File: config.mk
export PLATFORM = sky130hd
export DESIGN_NAME = abs_slip_detect_pulse_gate_core_flat
export DESIGN_NICKNAME = d
export VERILOG_FILES = /design/src/asdpg_pkg.sv /design/src/asdpg_if.sv /design/src/asdpg_cfg_regs.sv /design/src/asdpg_slip_detect.sv /design/src/abs_slip_detect_pulse_gate_core.sv /design/src/flat_wrapper.sv
export SDC_FILE = /design/constraint.sdc
export NUM_CORES = 1
export LEC_CHECK = 0
export ABC_AREA = 1
export ABC_CLOCK_PERIOD_IN_PS = 10950
export BUFFER_PORTS_ARGS = -buffer_cell sky130_fd_sc_hd__buf_2
export CORE_MARGIN = 5
export CORE_UTILIZATION = 35
export DETAILED_ROUTE_END_ITERATION = 12
export HOLD_SLACK_MARGIN = 0.06
export PLACE_DENSITY = 0.55
export SETUP_SLACK_MARGIN = 0.4
export SYNTH_ARGS = -nofsm -noshare
export SYNTH_HDL_FRONTEND = slang
export SYNTH_SLANG_ARGS = --single-unit
File: constraint.sdc
create_clock -name clk -period 10.95 [get_ports clk]
set_input_delay 2.19 -clock clk [delete_from_list [all_inputs] [get_ports clk]]
set_output_delay 2.19 -clock clk [all_outputs]
set_load 0.01 [all_outputs]
File: src/asdpg_pkg.sv
package asdpg_pkg;

    // field widths fixed by the item and register formats
    localparam int MIN_SPEED_W = 10;
    localparam int BRAKE_W     = 7;
    localparam int TENTHS_W    = 4;
    localparam int PULSE_W     = 8;
    localparam int WHEEL_W     = 3;
    localparam int NUM_WHEELS  = 4;

    // slipping wheel code when no wheel slips
    localparam logic [WHEEL_W-1:0] NO_SLIP = 3'd4;

    // register reset values
    localparam logic [MIN_SPEED_W-1:0] MIN_SPEED_RST   = 10'd10;
    localparam logic [BRAKE_W-1:0]     MIN_BRAKE_RST   = 7'd5;
    localparam logic [TENTHS_W-1:0]    SLIP_TENTHS_RST = 4'd9;
    localparam logic [PULSE_W-1:0]     ON_PULSES_RST   = 8'd25;
    localparam logic [PULSE_W-1:0]     OFF_PULSES_RST  = 8'd25;

    // apb register map, word index
    localparam int PADDR_W = 5;
    typedef enum logic [2:0] {
        REG_MIN_SPEED   = 3'd0,
        REG_MIN_BRAKE   = 3'd1,
        REG_SLIP_TENTHS = 3'd2,
        REG_ON_PULSES   = 3'd3,
        REG_OFF_PULSES  = 3'd4
    } reg_idx_t;

    // request kinds
    typedef enum logic [1:0] {
        REQ_SAMPLE = 2'd0,
        REQ_TICK   = 2'd1,
        REQ_CMD    = 2'd2
    } req_kind_t;

    typedef struct packed {
        logic [MIN_SPEED_W-1:0] min_speed;
        logic [BRAKE_W-1:0]     min_brake;
        logic [TENTHS_W-1:0]    slip_tenths;
        logic [PULSE_W-1:0]     on_pulses;
        logic [PULSE_W-1:0]     off_pulses;
    } cfg_t;

    typedef struct packed {
        logic               above;
        logic               found;
        logic [WHEEL_W-1:0] wheel;
    } slip_t;

endpackage

File: src/asdpg_if.sv
// request channel: samples, ticks and commands
interface asdpg_req_if #(parameter int SPEED_BITS = 10);
    logic                  valid;
    logic                  ready;
    logic [1:0]            req_type;
    logic [SPEED_BITS-1:0] wheel_speed_fl;
    logic [SPEED_BITS-1:0] wheel_speed_fr;
    logic [SPEED_BITS-1:0] wheel_speed_rl;
    logic [SPEED_BITS-1:0] wheel_speed_rr;
    logic [SPEED_BITS-1:0] expected_fl;
    logic [SPEED_BITS-1:0] expected_fr;
    logic [SPEED_BITS-1:0] expected_rl;
    logic [SPEED_BITS-1:0] expected_rr;
    logic [6:0]            brake_level;
    logic                  abs_request;

    modport source (
        output valid, req_type, wheel_speed_fl, wheel_speed_fr, wheel_speed_rl,
               wheel_speed_rr, expected_fl, expected_fr, expected_rl, expected_rr,
               brake_level, abs_request,
        input  ready
    );
    modport sink (
        input  valid, req_type, wheel_speed_fl, wheel_speed_fr, wheel_speed_rl,
               wheel_speed_rr, expected_fl, expected_fr, expected_rl, expected_rr,
               brake_level, abs_request,
        output ready
    );
endinterface

// status channel: one transaction per request
interface asdpg_rsp_if;
    logic       valid;
    logic       ready;
    logic       abs_on;
    logic       brake_drive_enabled;
    logic [2:0] slip_wheel;
    logic       above_speed;

    modport source (
        output valid, abs_on, brake_drive_enabled, slip_wheel, above_speed,
        input  ready
    );
    modport sink (
        input  valid, abs_on, brake_drive_enabled, slip_wheel, above_speed,
        output ready
    );
endinterface

File: src/asdpg_cfg_regs.sv
module asdpg_cfg_regs
    import asdpg_pkg::*;
(
    input  logic               clk,
    input  logic               rst_n,
    input  logic               psel,
    input  logic               penable,
    input  logic               pwrite,
    input  logic [PADDR_W-1:0] paddr,
    input  logic [31:0]        pwdata,
    output logic [31:0]        prdata,
    output logic               pready,
    output cfg_t               cfg
);

    cfg_t     cfg_reg;
    logic     wr_en;
    reg_idx_t idx;

    assign pready = 1'b1;
    assign wr_en  = psel && penable && pwrite;
    assign idx    = reg_idx_t'(paddr[PADDR_W-1:2]);
    assign cfg    = cfg_reg;

    // register writes, out-of-range addresses ignored
    always_ff @(posedge clk or negedge rst_n)
    begin
        if (!rst_n)
        begin
            cfg_reg.min_speed   <= MIN_SPEED_RST;
            cfg_reg.min_brake   <= MIN_BRAKE_RST;
            cfg_reg.slip_tenths <= SLIP_TENTHS_RST;
            cfg_reg.on_pulses   <= ON_PULSES_RST;
            cfg_reg.off_pulses  <= OFF_PULSES_RST;
        end
        else if (wr_en)
        begin
            unique case (idx)
                REG_MIN_SPEED:   cfg_reg.min_speed   <= pwdata[MIN_SPEED_W-1:0];
                REG_MIN_BRAKE:   cfg_reg.min_brake   <= pwdata[BRAKE_W-1:0];
                REG_SLIP_TENTHS: cfg_reg.slip_tenths <= pwdata[TENTHS_W-1:0];
                REG_ON_PULSES:   cfg_reg.on_pulses   <= pwdata[PULSE_W-1:0];
                REG_OFF_PULSES:  cfg_reg.off_pulses  <= pwdata[PULSE_W-1:0];
                default:         ;
            endcase
        end
    end

    // read mux
    always_comb
    begin
        unique case (idx)
            REG_MIN_SPEED:   prdata = 32'(cfg_reg.min_speed);
            REG_MIN_BRAKE:   prdata = 32'(cfg_reg.min_brake);
            REG_SLIP_TENTHS: prdata = 32'(cfg_reg.slip_tenths);
            REG_ON_PULSES:   prdata = 32'(cfg_reg.on_pulses);
            REG_OFF_PULSES:  prdata = 32'(cfg_reg.off_pulses);
            default:         prdata = 32'd0;
        endcase
    end

endmodule

File: src/asdpg_slip_detect.sv
module asdpg_slip_detect
    import asdpg_pkg::*;
#(
    parameter int SPEED_BITS = 10
)
(
    input  logic [SPEED_BITS-1:0] speed [NUM_WHEELS],
    input  logic [SPEED_BITS-1:0] expected [NUM_WHEELS],
    input  logic [BRAKE_W-1:0]    brake,
    input  cfg_t                  cfg,
    output slip_t                 slip
);

    localparam int PW = SPEED_BITS + 4;
    localparam int MW = (SPEED_BITS > MIN_SPEED_W) ? SPEED_BITS : MIN_SPEED_W;
    localparam logic [MW-1:0] SMASK = MW'((32'd1 << SPEED_BITS) - 32'd1);

    logic [SPEED_BITS-1:0] max_a;
    logic [SPEED_BITS-1:0] max_b;
    logic [SPEED_BITS-1:0] max_all;
    logic [MW-1:0]         min_ext;
    logic                  above;
    logic                  armed;
    logic [PW-1:0]         spd_inc [NUM_WHEELS];
    logic [PW-1:0]         lhs [NUM_WHEELS];
    logic [PW-1:0]         thresh [NUM_WHEELS];
    logic [NUM_WHEELS-1:0] below;

    // largest wheel speed, two-level compare tree
    assign max_a   = (speed[1] > speed[0]) ? speed[1] : speed[0];
    assign max_b   = (speed[3] > speed[2]) ? speed[3] : speed[2];
    assign max_all = (max_b > max_a) ? max_b : max_a;

    // min_speed taken modulo the speed width
    assign min_ext = MW'(cfg.min_speed) & SMASK;
    assign above   = (MW'(max_all) >= min_ext);
    assign armed   = above && (brake >= cfg.min_brake);

    // spd < floor(exp*t/10) is the same as 10*(spd+1) <= exp*t
    always_comb
    begin
        for (int i = 0; i < NUM_WHEELS; i++)
        begin
            spd_inc[i] = PW'(speed[i]) + PW'(1);
            lhs[i]     = (spd_inc[i] << 3) + (spd_inc[i] << 1);
            thresh[i]  = PW'(expected[i]) * PW'(cfg.slip_tenths);
            below[i]   = (lhs[i] <= thresh[i]);
        end
    end

    // first slipping wheel wins
    always_comb
    begin
        slip.above = above;
        slip.found = armed && (below != '0);
        if (!armed)
            slip.wheel = NO_SLIP;
        else if (below[0])
            slip.wheel = 3'd0;
        else if (below[1])
            slip.wheel = 3'd1;
        else if (below[2])
            slip.wheel = 3'd2;
        else if (below[3])
            slip.wheel = 3'd3;
        else
            slip.wheel = NO_SLIP;
    end

endmodule

File: src/abs_slip_detect_pulse_gate_core.sv
// anti-lock braking supervisor: wheel slip detection and brake pulse gating
//
// req channel (valid/ready) carries three kinds of transaction: a speed sample
// (four wheel speeds, four expected speeds, brake level), a pwm period tick,
// or an abs on/off command. rsp channel returns one transaction for every
// request with the state after it: abs_on, brake_drive_enabled, slip_wheel
// (4 = none) and above_speed.
// the apb port sets min_speed, min_brake, slip_tenths, on_pulses and
// off_pulses at byte addresses 0, 4, 8, 12, 16; write it only while idle.
// an accepted request loads the input register; its result loads the result
// register once that has room. throughput: one request per cycle while rsp
// does not stall, the state update being combinational between the two
// registers.
// when rsp stalls the result register holds, the input register fills,
// and req.ready drops; nothing is lost.
// reset clears the state: abs off, drive enabled, no slip, speed flag low,
// and loads the register defaults; no clearing pass is needed.
module abs_slip_detect_pulse_gate_core
    import asdpg_pkg::*;
#(
    parameter int SPEED_BITS = 10
)
(
    input  logic               clk,
    input  logic               rst_n,
    asdpg_req_if.sink          req,
    asdpg_rsp_if.source        rsp,
    input  logic               psel,
    input  logic               penable,
    input  logic               pwrite,
    input  logic [PADDR_W-1:0] paddr,
    input  logic [31:0]        pwdata,
    output logic [31:0]        prdata,
    output logic               pready
);

    cfg_t  cfg;
    slip_t slip;

    // input register
    logic                  s1_valid_reg;
    logic [1:0]            s1_type_reg;
    logic [SPEED_BITS-1:0] s1_speed_reg [NUM_WHEELS];
    logic [SPEED_BITS-1:0] s1_exp_reg [NUM_WHEELS];
    logic [BRAKE_W-1:0]    s1_brake_reg;
    logic                  s1_abs_req_reg;

    // supervisor state
    logic               abs_active_reg, abs_active_next;
    logic               in_pause_reg, in_pause_next;
    logic [PULSE_W-1:0] period_count_reg, period_count_next;
    logic               drive_en_reg, drive_en_next;
    logic [WHEEL_W-1:0] slip_idx_reg, slip_idx_next;
    logic               speed_flag_reg, speed_flag_next;

    // result register
    logic out_valid_reg;

    logic               out_room;
    logic               advance;
    logic [PULSE_W-1:0] count_inc;
    logic [PULSE_W-1:0] limit;

    asdpg_cfg_regs u_cfg (
        .clk     (clk),
        .rst_n   (rst_n),
        .psel    (psel),
        .penable (penable),
        .pwrite  (pwrite),
        .paddr   (paddr),
        .pwdata  (pwdata),
        .prdata  (prdata),
        .pready  (pready),
        .cfg     (cfg)
    );

    asdpg_slip_detect #(
        .SPEED_BITS (SPEED_BITS)
    ) u_slip (
        .speed    (s1_speed_reg),
        .expected (s1_exp_reg),
        .brake    (s1_brake_reg),
        .cfg      (cfg),
        .slip     (slip)
    );

    // handshake: stage moves when result register is free or being drained
    assign out_room  = !out_valid_reg || rsp.ready;
    assign advance   = s1_valid_reg && out_room;
    assign req.ready = !s1_valid_reg || out_room;

    // input register
    always_ff @(posedge clk or negedge rst_n)
    begin
        if (!rst_n)
            s1_valid_reg <= 1'b0;
        else if (req.ready)
            s1_valid_reg <= req.valid;
    end

    always_ff @(posedge clk)
    begin
        if (req.valid && req.ready)
        begin
            s1_type_reg     <= req.req_type;
            s1_speed_reg[0] <= req.wheel_speed_fl;
            s1_speed_reg[1] <= req.wheel_speed_fr;
            s1_speed_reg[2] <= req.wheel_speed_rl;
            s1_speed_reg[3] <= req.wheel_speed_rr;
            s1_exp_reg[0]   <= req.expected_fl;
            s1_exp_reg[1]   <= req.expected_fr;
            s1_exp_reg[2]   <= req.expected_rl;
            s1_exp_reg[3]   <= req.expected_rr;
            s1_brake_reg    <= req.brake_level;
            s1_abs_req_reg  <= req.abs_request;
        end
    end

    // pulse gate counter
    assign count_inc = period_count_reg + PULSE_W'(1);
    assign limit     = in_pause_reg ? cfg.off_pulses : cfg.on_pulses;

    // next state per request kind
    always_comb
    begin
        abs_active_next   = abs_active_reg;
        in_pause_next     = in_pause_reg;
        period_count_next = period_count_reg;
        drive_en_next     = drive_en_reg;
        slip_idx_next     = slip_idx_reg;
        speed_flag_next   = speed_flag_reg;
        case (req_kind_t'(s1_type_reg))
            REQ_SAMPLE:
            begin
                speed_flag_next = slip.above;
                slip_idx_next   = slip.wheel;
                if (slip.found)
                    abs_active_next = 1'b1;
            end
            REQ_TICK:
            begin
                if (abs_active_reg)
                begin
                    if (count_inc == limit)
                    begin
                        period_count_next = '0;
                        in_pause_next     = !in_pause_reg;
                        drive_en_next     = in_pause_reg;
                    end
                    else
                    begin
                        period_count_next = count_inc;
                    end
                end
            end
            REQ_CMD:
            begin
                if (!abs_active_reg && s1_abs_req_reg)
                begin
                    abs_active_next = 1'b1;
                end
                else if (abs_active_reg && !s1_abs_req_reg)
                begin
                    abs_active_next   = 1'b0;
                    period_count_next = '0;
                    drive_en_next     = 1'b1;
                end
            end
            default:
            begin
            end
        endcase
    end

    // state update, once per transaction
    always_ff @(posedge clk or negedge rst_n)
    begin
        if (!rst_n)
        begin
            abs_active_reg   <= 1'b0;
            in_pause_reg     <= 1'b0;
            period_count_reg <= '0;
            drive_en_reg     <= 1'b1;
            slip_idx_reg     <= NO_SLIP;
            speed_flag_reg   <= 1'b0;
        end
        else if (advance)
        begin
            abs_active_reg   <= abs_active_next;
            in_pause_reg     <= in_pause_next;
            period_count_reg <= period_count_next;
            drive_en_reg     <= drive_en_next;
            slip_idx_reg     <= slip_idx_next;
            speed_flag_reg   <= speed_flag_next;
        end
    end

    // result register
    always_ff @(posedge clk or negedge rst_n)
    begin
        if (!rst_n)
            out_valid_reg <= 1'b0;
        else if (out_room)
            out_valid_reg <= s1_valid_reg;
    end

    always_ff @(posedge clk)
    begin
        if (advance)
        begin
            rsp.abs_on              <= abs_active_next;
            rsp.brake_drive_enabled <= drive_en_next;
            rsp.slip_wheel          <= slip_idx_next;
            rsp.above_speed         <= speed_flag_next;
        end
    end

    assign rsp.valid = out_valid_reg;

endmodule

File: src/flat_wrapper.sv
// flat-port wrapper written by rule: the top's interface ports become plain ports
module abs_slip_detect_pulse_gate_core_flat import asdpg_pkg::*;
#(
    parameter int SPEED_BITS = 10
)
  (clk, rst_n, psel, penable, pwrite, paddr, pwdata, prdata, pready, req_valid, req_req_type, req_wheel_speed_fl, req_wheel_speed_fr, req_wheel_speed_rl, req_wheel_speed_rr, req_expected_fl, req_expected_fr, req_expected_rl, req_expected_rr, req_brake_level, req_abs_request, req_ready, rsp_valid, rsp_abs_on, rsp_brake_drive_enabled, rsp_slip_wheel, rsp_above_speed, rsp_ready);
  asdpg_req_if #(.SPEED_BITS(SPEED_BITS)) req_i ();
  asdpg_rsp_if rsp_i ();
  input  logic clk;
  input  logic rst_n;
  input  logic psel;
  input  logic penable;
  input  logic pwrite;
  input  logic [PADDR_W-1:0] paddr;
  input  logic [31:0] pwdata;
  output logic [31:0] prdata;
  output logic pready;
  input wire logic [$bits(req_i.valid)-1:0] req_valid;
  input wire logic [$bits(req_i.req_type)-1:0] req_req_type;
  input wire logic [$bits(req_i.wheel_speed_fl)-1:0] req_wheel_speed_fl;
  input wire logic [$bits(req_i.wheel_speed_fr)-1:0] req_wheel_speed_fr;
  input wire logic [$bits(req_i.wheel_speed_rl)-1:0] req_wheel_speed_rl;
  input wire logic [$bits(req_i.wheel_speed_rr)-1:0] req_wheel_speed_rr;
  input wire logic [$bits(req_i.expected_fl)-1:0] req_expected_fl;
  input wire logic [$bits(req_i.expected_fr)-1:0] req_expected_fr;
  input wire logic [$bits(req_i.expected_rl)-1:0] req_expected_rl;
  input wire logic [$bits(req_i.expected_rr)-1:0] req_expected_rr;
  input wire logic [$bits(req_i.brake_level)-1:0] req_brake_level;
  input wire logic [$bits(req_i.abs_request)-1:0] req_abs_request;
  output wire logic [$bits(req_i.ready)-1:0] req_ready;
  output wire logic [$bits(rsp_i.valid)-1:0] rsp_valid;
  output wire logic [$bits(rsp_i.abs_on)-1:0] rsp_abs_on;
  output wire logic [$bits(rsp_i.brake_drive_enabled)-1:0] rsp_brake_drive_enabled;
  output wire logic [$bits(rsp_i.slip_wheel)-1:0] rsp_slip_wheel;
  output wire logic [$bits(rsp_i.above_speed)-1:0] rsp_above_speed;
  input wire logic [$bits(rsp_i.ready)-1:0] rsp_ready;
  assign req_i.valid = req_valid;
  assign req_i.req_type = req_req_type;
  assign req_i.wheel_speed_fl = req_wheel_speed_fl;
  assign req_i.wheel_speed_fr = req_wheel_speed_fr;
  assign req_i.wheel_speed_rl = req_wheel_speed_rl;
  assign req_i.wheel_speed_rr = req_wheel_speed_rr;
  assign req_i.expected_fl = req_expected_fl;
  assign req_i.expected_fr = req_expected_fr;
  assign req_i.expected_rl = req_expected_rl;
  assign req_i.expected_rr = req_expected_rr;
  assign req_i.brake_level = req_brake_level;
  assign req_i.abs_request = req_abs_request;
  assign req_ready = req_i.ready;
  assign rsp_valid = rsp_i.valid;
  assign rsp_abs_on = rsp_i.abs_on;
  assign rsp_brake_drive_enabled = rsp_i.brake_drive_enabled;
  assign rsp_slip_wheel = rsp_i.slip_wheel;
  assign rsp_above_speed = rsp_i.above_speed;
  assign rsp_i.ready = rsp_ready;
  abs_slip_detect_pulse_gate_core #(.SPEED_BITS(SPEED_BITS)) u_core (.clk(clk), .rst_n(rst_n), .req(req_i), .rsp(rsp_i), .psel(psel), .penable(penable), .pwrite(pwrite), .paddr(paddr), .pwdata(pwdata), .prdata(prdata), .pready(pready));
endmodule
== Word-level counts from Yosys, hierarchy flattened ==
Index checks and enable logic that the tools add are counted.

* Order comparisons: 9
* Reduce and logical (&&, ||, !) cells: 26
* Eq/ne operators: 10
* Mux-type cells: 26
* $mul: 4
* Add/sub/neg operators: 9

{| class="wikitable"
|+ Operators by type and width
! operator !! number
|-
| adder 14 x 12 -> 14 bit || 4
|-
| <= comparator 14 bit || 4
|-
| multiplier 10 x 4 -> 14 bit || 4
|-
| one-hot mux 10 bit (5 select lines) || 1
|-
| adder 10 x 1 -> 11 bit (second input constant) || 4
|-
| 2-to-1 mux 8 bit || 5
|-
| greater-than comparator 10 bit || 3
|-
| 2-to-1 mux 10 bit || 3
|-
| 2-to-1 mux 3 bit || 6
|-
| one-hot mux 8 bit (2 select lines) || 1
|-
| greater-or-equal comparator 10 bit || 1
|-
| AND reduction 2 bit || 5
|-
| adder 8 x 1 -> 8 bit (second input constant) || 1
|-
| == test 8 bit || 1
|-
| logical AND 1 bit || 8
|-
| 2-to-1 mux 1 bit || 8
|-
| greater-or-equal comparator 7 bit || 1
|-
| == test 3 x 2 -> 1 bit (second input constant) || 2
|-
| zero test 1 bit || 5
|-
| AND reduction 5 bit || 1
|-
| inequality test 2 x 1 -> 1 bit (second input constant) || 2
|-
| one-hot mux 1 bit (2 select lines) || 2
|-
| AND reduction 4 bit || 1
|-
| nonzero test 4 bit || 1
|-
| 9 further kinds || 10
|}

* Register bits after elaboration: 150
* Input bits: 134
* Logic and storage cells: 112
* Output and inout port bits: 41

== Depth between registers and ports, before layout ==
Gate-level depths: netlist (run 1).

* Depth after elaboration: 9
* Gate-level depth with buffers: 33
* Gate-level depth less buffers: 31

== Modules after synthesis ==
A second synthesis (run 1) with hierarchy kept.

* Cell total of the unflattened synthesis: 2,082
* Area total of the unflattened synthesis: 16,102.9 sq um

{| class="wikitable"
|+ By module, submodules not included
! module !! sequential area each (sq um) !! area an instance (sq um) !! times used !! cells each
|-
| asdpg_slip_detect || 0.0 || 9,679.3 || 1 || 1,511
|-
| abs_slip_detect_pulse_gate_core || 3,310.7 || 4,322.9 || 1 || 315
|-
| asdpg_cfg_regs || 940.9 || 2,100.8 || 1 || 256
|}

== Least setup slack after synthesis (run 1) ==
No wires, ideal clock.

* Path kind: input-to-output
* Start: input port paddr[2]
* End: output port prdata[2]
* Slack: 5.797 ns
* Stages: 6
* Required time: 8.760 ns
* Arrival: 2.963 ns
* Buffers on the path: 0
* Path through: inv_1 nor3_2 inv_1 o22ai_1 a221oi_1 o21ai_0

* Word-level cells in the longest chain between the ends: 2
* Elaborated cells between the ends (all ways): 6
* Those cells by class: eq/ne (4); mux (1); reduce/logical (1)

{| class="wikitable"
|+ Ends and longest elaborated chain
! what !! line !! RTL
|-
| start: declaration || flat_wrapper.sv:14 || <nowiki>input logic [PADDR_W-1:0] paddr;</nowiki>
|-
| == test 3 bit, or another cell as far along || asdpg_cfg_regs.sv:52 || <nowiki>unique case (idx)</nowiki>
|-
| one-hot mux 10 bit (5 select lines) * || asdpg_cfg_regs.sv:52 ||
|-
| end: declaration || flat_wrapper.sv:16 || <nowiki>output logic [31:0] prdata;</nowiki>
|}

Every way passes the cells marked *; elsewhere a longest branch is shown, timed or not.

== Final worst setup path (run 1) ==
Ends and elaborated chain as after synthesis.

==> impl_results.md, run 1 <==
* Simple-gate share of the synthesized area at 0.187
* Hold depth at 2
* GPL Wtd Cong at 0.818
* P_int at approximately 1.5 mW
* Status: complete, no violations
* First-pass GRT wire length at around 63000 um
* Adder-cell share of the synthesized area at 0.260
* Cells after DPL at 2641
* Share of cells above drive strength 1 at 0.0995
* Final Hold Fails at 0
* Fin. max-slew vios at 0
* Worst Setup Start Kind: input port
* Total routed wirelength at ~38000 um
* Post-Synthesis Cells at between 1500 and 2000
* Flop2flop setup slack at roughly 5.2 ns
* YS warnings at 0
* CTS Buffer Depth at 2
* Max IR drop VDD at 0.0969 mV
* Fmax at 172 MHz
* Compound-gate portion of the synthesized area at 0.110
* Post-synth EDFFs at 96
* Sw power at between 1 and 1.5 mW
* Filler instances at between 4000 and 5000
* Most frequent cells in the layout: 473 x nand2_1, 343 x inv_1, 214 x ha_1
* Hold buffer count at CTS at 0
* Mean post-synth cell area at about 7.9 um2
* DP HPWL at 30100 um
* Final setup violating endpoints at 0
* Final cell count without fillers at 2673
* Clock Sinks at 150
* Reg2reg path depth at 25
* Wirelength per Cell at 14.1 um
* CP Capture Type: output pin
* H-tree levels at 4
* Leak at just over 9 nW
* Via Count at between 10000 and 15000
* Max_cap viols at 0
* DRT Pass-1 Iters at 5
* Inserted Diodes at 0
* Post-synth ARST share at 0.360
* Hold Path End: u_core.drive_en_reg
* Rows at just under 80
* Io pins at approximately 180
* Antenna viol nets, final at 0
* Pre-CTS setup slack at 5.09 ns
* Largest family of logic cells by synthesized area: adder cells
* Final worst-path cycle share at 0.532
* Synth Register Bits at 150
* Hold crit path type: reg2reg
* CTS resizes at 0
* Least-Margin Pin Slew at approximately 1.0 ns
* Clock share of power at 0.228
* Worst setup margin at between 5 and 6 ns
* TNS Setup at 0 ns
* Clock Pin Slew Worst Setup and Hold Paths at ~0.08 ns
* Area growth, synth to finish at 11.6%
* Total core area at about 44000 um2
* Comb power frac at 0.483
* Width of the die at 221 um
* Post-route clock skew at between 0.015 and 0.02 ns
* Total grt overflow at 0
* HP Start: u_core.drive_en_reg
* Count of unique library cells instantiated by Yosys at 52
* Post-CTS Setup Inserts at 0
* Critical setup path kind: in2out
* Mux share of post-synthesis cell area at 0
* Worst slew margin at 0.312
* Worst EP required at roughly 9 ns
* Synth Area in XOR/XNOR at 0.0637
* Worst reg2reg startpoint: u_core.u_cfg.cfg[19]
* Area of the multi-input gates at approximately 9700 um2
* Num CTS Buffers at 17
* Hold_ws at roughly 0.47 ns
* Vias per cell at between 4 and 5
* RSZ-0062 raised after global routing: no
* Gr usage total at 0.162
* P per Cell Area at 159 nW/um2
* Arr. time, crit path at approximately 3.6 ns
* Part of the power in registers at 0.290
* Crit Reg-Reg Endpoint: u_core.rsp.abs_on
* Sequential-to-total area share from yosys stat at 0.274
* Initial antenna violation count at 0
* Clock Latency Late Sink at ~0.48 ns
* Root buf cell: clkbuf_16
* Storage cell area at approximately 4300 um2
* Die ar. at ~49000 um2
* PortBufs at about 130
* Die H at about 220 um
* Initial DRC count at around 640
* Most common cell after layout, fill and taps aside: nand2_1
* Largest net degree at the start of global routing at 55
* Vias in the first global route at about 13000
* Starting Density at 0.352
* Overall power at approximately 2.8 mW
* Main synth FF type: edfxtp_1
* Final Critical Period at ~5.8 ns
* CTS tree: built
* Post-Syn Area at ~16000 um2
* DRC Markers at 0
* Crit path max fanout at 7
* Switch share at 0.439
* Final net count at approximately 2500
-- power by group through the flow --
stage          combinational (mW)  sequential [mW]  clock, mW
2_1_floorplan                1.06            0.761          0
3_3_place_gp                 1.30            0.809          0
3_5_place_dp                 1.34            0.808          0
4_1_cts                      1.35            0.799      0.650
5_1_grt                      1.58            0.812      0.675
6_report                     1.33            0.798      0.627
-- per-stage QoR --
step	util	area, um2
global placement	0.379	16700
global route	0.393	17300
CTS	0.393	17300
finish	0.393	17300
detailed placement	0.379	16700
floorplan	-	15600
-- cell usage after synthesis, types with 2 or more instances --
cell | n | area [um2]
and3_1 | 2 | 12.5
or2_2 | 2 | 12.5
o21ai_0 | 116 | 581
o22ai_1 | 3 | 18.8
a22oi_1 | 2 | 15.0
dfstp_2 | 14 | 368
nand2_2 | 3 | 18.8
nand3_1 | 73 | 365
nor3_2 | 9 | 90.1
buf_1 | 3 | 11.3
o311ai_0 | 2 | 17.5
dfrtp_1 | 40 | 1000
a21o_1 | 10 | 75.1
o21bai_1 | 9 | 67.6
nor4_1 | 2 | 12.5
clkbuf_1 | 25 | 93.8
nand3_2 | 2 | 20.0
a31oi_1 | 7 | 43.8
buf_2 | 2 | 10.0
nor2_1 | 95 | 357
ha_1 | 214 | 2680
nor3_1 | 12 | 60.1
inv_2 | 5 | 18.8
nor2_2 | 4 | 25.0
o211ai_1 | 6 | 45.0
buf_4 | 25 | 188
inv_1 | 344 | 1290
nand4_1 | 14 | 87.6
a21oi_1 | 116 | 581
edfxtp_1 | 96 | 2880
conb_1 | 2 | 7.51
a21boi_1 | 2 | 15.0
a21boi_0 | 3 | 22.5
fa_1 | 68 | 1360
xnor2_1 | 32 | 280
nand2_1 | 473 | 1780
a221oi_1 | 4 | 35.0
o2111ai_1 | 12 | 105
xor2_1 | 79 | 692
o21ai_1 | 9 | 45.0
-- cell type report --
class,instances,area share
tap,592,0.0428
clock inverter,14,0.0102
inverter,350,0.0760
timing repair buffer,131,0.0385
multi-input combinational,1418,0.561
clock buffer,18,0.0260
sequential,150,0.246
-- critical path, stage by stage --
cell      delay [ns]
buf_2           0.10
inv_1           0.06
nor3_2          0.44
inv_1           0.16
o22ai_1         0.20
a221oi_1        0.09
o21ai_0         0.20
buf_2           0.20
-- cell families after synthesis --
kind of cell	count (synthesis)
AOI/OAI and AO/OA	305
xor gates and xnor gates	112
buffers and inverters	406
and+or+nand+nor	696
adders and majority gates	282
other	2
DFF	150
-- layer usage --
metal / wire length [um] / global-route usage
met4: 665 / 0.0455
met5: 0 / 0
met2: 18600 / 0.285
met3: 1430 / 0.0334
met1: 17200 / 0.203
-- how the worst max path moves through the flow --
stage                             from                endpoint
2_1_floorplan                 paddr[2]               prdata[2]
4_1_cts                       paddr[2]               prdata[2]
6_report                      paddr[2]               prdata[2]
3_3_place_gp                  paddr[2]               prdata[3]
3_5_place_dp                  paddr[2]               prdata[2]
5_1_grt        u_core.s1_speed_reg[15]  u_core.slip_idx_reg[1]
No activity file was read; power rests on OpenSTA's default activity.
==> run 2, diff against run 1 <==
--- a/config.mk
+++ b/config.mk
@@ -5,14 +5,14 @@
 export SDC_FILE = /design/constraint.sdc
 export NUM_CORES = 1
 export LEC_CHECK = 0
-export ABC_AREA = 1
-export ABC_CLOCK_PERIOD_IN_PS = 10950
+export ABC_AREA = 0
+export ABC_CLOCK_PERIOD_IN_PS = 5200
 export BUFFER_PORTS_ARGS = -buffer_cell sky130_fd_sc_hd__buf_2
 export CORE_MARGIN = 5
 export CORE_UTILIZATION = 35
 export DETAILED_ROUTE_END_ITERATION = 12
 export HOLD_SLACK_MARGIN = 0.06
-export PLACE_DENSITY = 0.55
+export PLACE_DENSITY = 0.57
 export SETUP_SLACK_MARGIN = 0.4
 export SYNTH_ARGS = -nofsm -noshare
 export SYNTH_HDL_FRONTEND = slang
==> constraint.sdc (replaced) <==
create_clock -name clk -period 5.2 [get_ports clk]
set_input_delay 1.04 -clock clk [delete_from_list [all_inputs] [get_ports clk]]
set_output_delay 1.04 -clock clk [all_outputs]
set_load 0.01 [all_outputs]
==> run 2 against run 1 <==
The flow now finishes with violations (setup timing). Worst setup slack got worse by 5.3 ns. Clock-buffer cell count stayed put. Sequential power is 100% higher. Utilization rose by 4.9 points. Clock power grew 110%. Clock skew is 0.0074 ns lower. Sequential share of layout area decreased by 2.2 points. Final cell count fell by 7.8%. Design area increased by 9.7%. Global-route usage shrank 0.066 points. Power up 140%. Critical path type is now reg2reg. Critical endpoint is now u_core.rsp.abs_on.
==> impl_results.md, run 2 <==
* Clock Latency Late Sink at 0.45 ns
* Final Critical Period at roughly 5.4 ns
* PortBufs at between 100 and 150
* Starting Density at 0.352
* Critical setup path kind: reg2reg
* Pre-CTS setup slack at -0.420 ns
* Post-Synthesis Cells at between 1500 and 2000
* Synth Area in XOR/XNOR at 0.0653
* Crit path max fanout at 7
* Total core area at ~43000 um2
* Most frequent cells in the layout: 200 x ha_1, 154 x buf_4, 149 x inv_1
* Final Hold Fails at 0
* Adder-cell share of the synthesized area at 0.267
* Share of cells above drive strength 1 at 0.259
* Post-route clock skew at 0.00998 ns
* Sequential-to-total area share from yosys stat at 0.281
* Width of the die at ~220 um
* YS warnings at 0
* CP Capture Type: register
* Initial DRC count at ~450
* Max IR drop VDD at between 0.2 and 0.25 mV
* Max_cap viols at 0
* Overall power at around 6.7 mW
* Largest family of logic cells by synthesized area: adder cells
* Vias per cell at 4.91
* Worst EP required at 5.40 ns
* Top post-synthesis cells by count: 214 x ha_1, 154 x inv_1, 149 x nand2_1, 96 x edfxtp_1, 86 x and2_1
* Gr usage total at 0.162
* DRT Pass-1 Iters at 5
* Rows at between 70 and 80
* Most common cell after layout, fill and taps aside: ha_1
* RSZ-0062 raised after global routing: yes
* Clock Pin Slew Worst Setup and Hold Paths at 0.06 ns
* DRC Markers at 0
* Area growth, synth to finish at 25.3%
* Mean post-synth cell area at between 9 and 10 um2
* Least-Margin Pin Slew at between 1 and 1.5 ns
* Io pins at 175
* Count leader, synth: ha_1
* Cells after DPL at 2401
* Count of unique library cells instantiated by Yosys at 71
* Fin. max-slew vios at 0
* Hold crit path type: reg2reg
* Post-synth EDFFs at 96
* Share of the synthesized area in the top cell type at 0.190
* Final net count at between 2000 and 2500
* Largest net degree at the start of global routing at between 50 and 60
* Mux share of post-synthesis cell area at 0.0612
* Leak at between 8 and 9 nW
* DP HPWL at between 30000 and 40000 um
* Initial antenna violation count at 3
* Hold buffer count at CTS at 0
* Hold_ws at 0.491 ns
* Synth top area cells: edfxtp_1 19%, ha_1 18%, fa_1 9.0%, dfrtp_1 6.6%, xnor2_1 4.2%
* Total grt overflow at 0
* Final worst-path cycle share at 1.03
* Antenna viol nets, final at 0
* CTS tree: built
* TNS Setup at -0.757 ns
* Worst setup margin at -0.167 ns
* Status: finished, violations left
* H-tree levels at 4
* Total routed wirelength at between 30000 and 40000 um
* Final cell count without fillers at about 2500
* First-pass GRT wire length at around 63000 um
* Post-synth ARST share at 0.360
* Synth Register Bits at 150
* Fmax at between 150 and 200 MHz
* Cell taking the most area after synthesis: edfxtp_1
* Worst slew margin at 0.231
* Die H at between 200 and 250 um
* Num CTS Buffers at 17
* Main synth FF type: edfxtp_1
* Die ar. at around 48000 um2
* Post-Syn Area at 15100 um2
* Clock Sinks at 150
* P per Cell Area at 350 nW/um2
* Via Count at between 10000 and 15000
* Wirelength per Cell at approximately 16 um
* Simple-gate share of the synthesized area at 0.163
* Final setup violating endpoints at 7
* Failing checks: setup timing
* Vias in the first global route at 12500
* GPL Wtd Cong at 0.895
* Root buf cell: clkbuf_16
* Compound-gate portion of the synthesized area at 0.106
* CTS Buffer Depth at 2
* Worst Setup Start Kind: register
* Arr. time, crit path at about 5.6 ns
## run 2: repair_timing
item,in CTS,in global routing
setup buffers,16,12
endpoints found under the setup margin,10,10
pin swaps,44,33
gates cloned,1,0
gates resized for setup,81,67
## run 2: cell type report
cell class                 instances  area, um2
sequential                       150       4250
timing repair buffer             299       2030
clock buffer                      18        429
clock inverter                    14        178
antenna                            2       5.00
tap                              585        732
inverter                         154        581
fill                            4153      24000
multi-input combinational       1242      10800
## run 2: cell families (layout without fill, tap and decap cells)
logic type	after synthesis	in the layout
AOI/OAI and AO/OA	255	255
buffers and inverters	205	485
other	2	25
xor gates and xnor gates	113	113
adders and majority gates	282	282
and+or+nand+nor	481	481
muxes	88	88
DFF	150	150
## run 2: worst max-delay path, stage by stage (launching register included)
cell,delay [ns]
dfrtp_1,0.41
buf_12,0.16
buf_8,0.12
and2_4,0.13
fa_1,0.51
inv_1,0.05
fa_1,0.51
inv_1,0.05
ha_1,0.26
a21o_1,0.16
a21oi_2,0.16
nor2b_1,0.08
or4_4,0.45
a211oi_4,0.28
a21oi_2,0.09
xnor2_1,0.14
ha_1,0.32
nand2_2,0.09
nand2_2,0.07
o41ai_2,0.05
a41oi_1,0.16
buf_4,0.16
nand2_2,0.05
o311a_4,0.39
a221o_1,0.25
## run 2: metal layers
layer  global-route usage  vias to the layer above  share of wire
met5                    0                        -        0.00052
met3               0.0279                       60          0.040
met2                0.264                      244           0.46
li1                     -                     6062              -
met1                0.218                     5739           0.47
met4               0.0569                        2          0.029
## run 2: worst paths after layout
path	slack [ns]	from	cells after the start	to
max reg2reg	-0.17	u_core.u_cfg.cfg[17]	24	u_core.rsp.abs_on
max	-0.17	u_core.u_cfg.cfg[17]	24	u_core.rsp.abs_on
max in group asynchronous	4.01	rst_n	2	u_core.period_count_reg[0]
min in group asynchronous	0.72	rst_n	2	u_core.u_cfg.cfg[21]
min reg2reg	0.49	u_core.s1_valid_reg	1	u_core.rsp.valid
min	0.49	u_core.s1_valid_reg	1	u_core.rsp.valid
## run 2: power by group
| part | leakage (nW) | switching, mW | total, mW | internal (mW) |
|---|---|---|---|---|
| Clock | 0.288 | 0.534 | 1.29 | 0.759 |
| Combinational | 6.88 | 1.90 | 3.74 | 1.84 |
| Sequential | 1.58 | 0.156 | 1.62 | 1.46 |
## run 2: stage by stage
stage / utilization / area (um2)
final: 0.442 / 19000
after global routing: 0.442 / 19000
after CTS: 0.432 / 18600
after detailed placement: 0.406 / 17500
after global placement: 0.406 / 17500
after floorplan: - / 15300
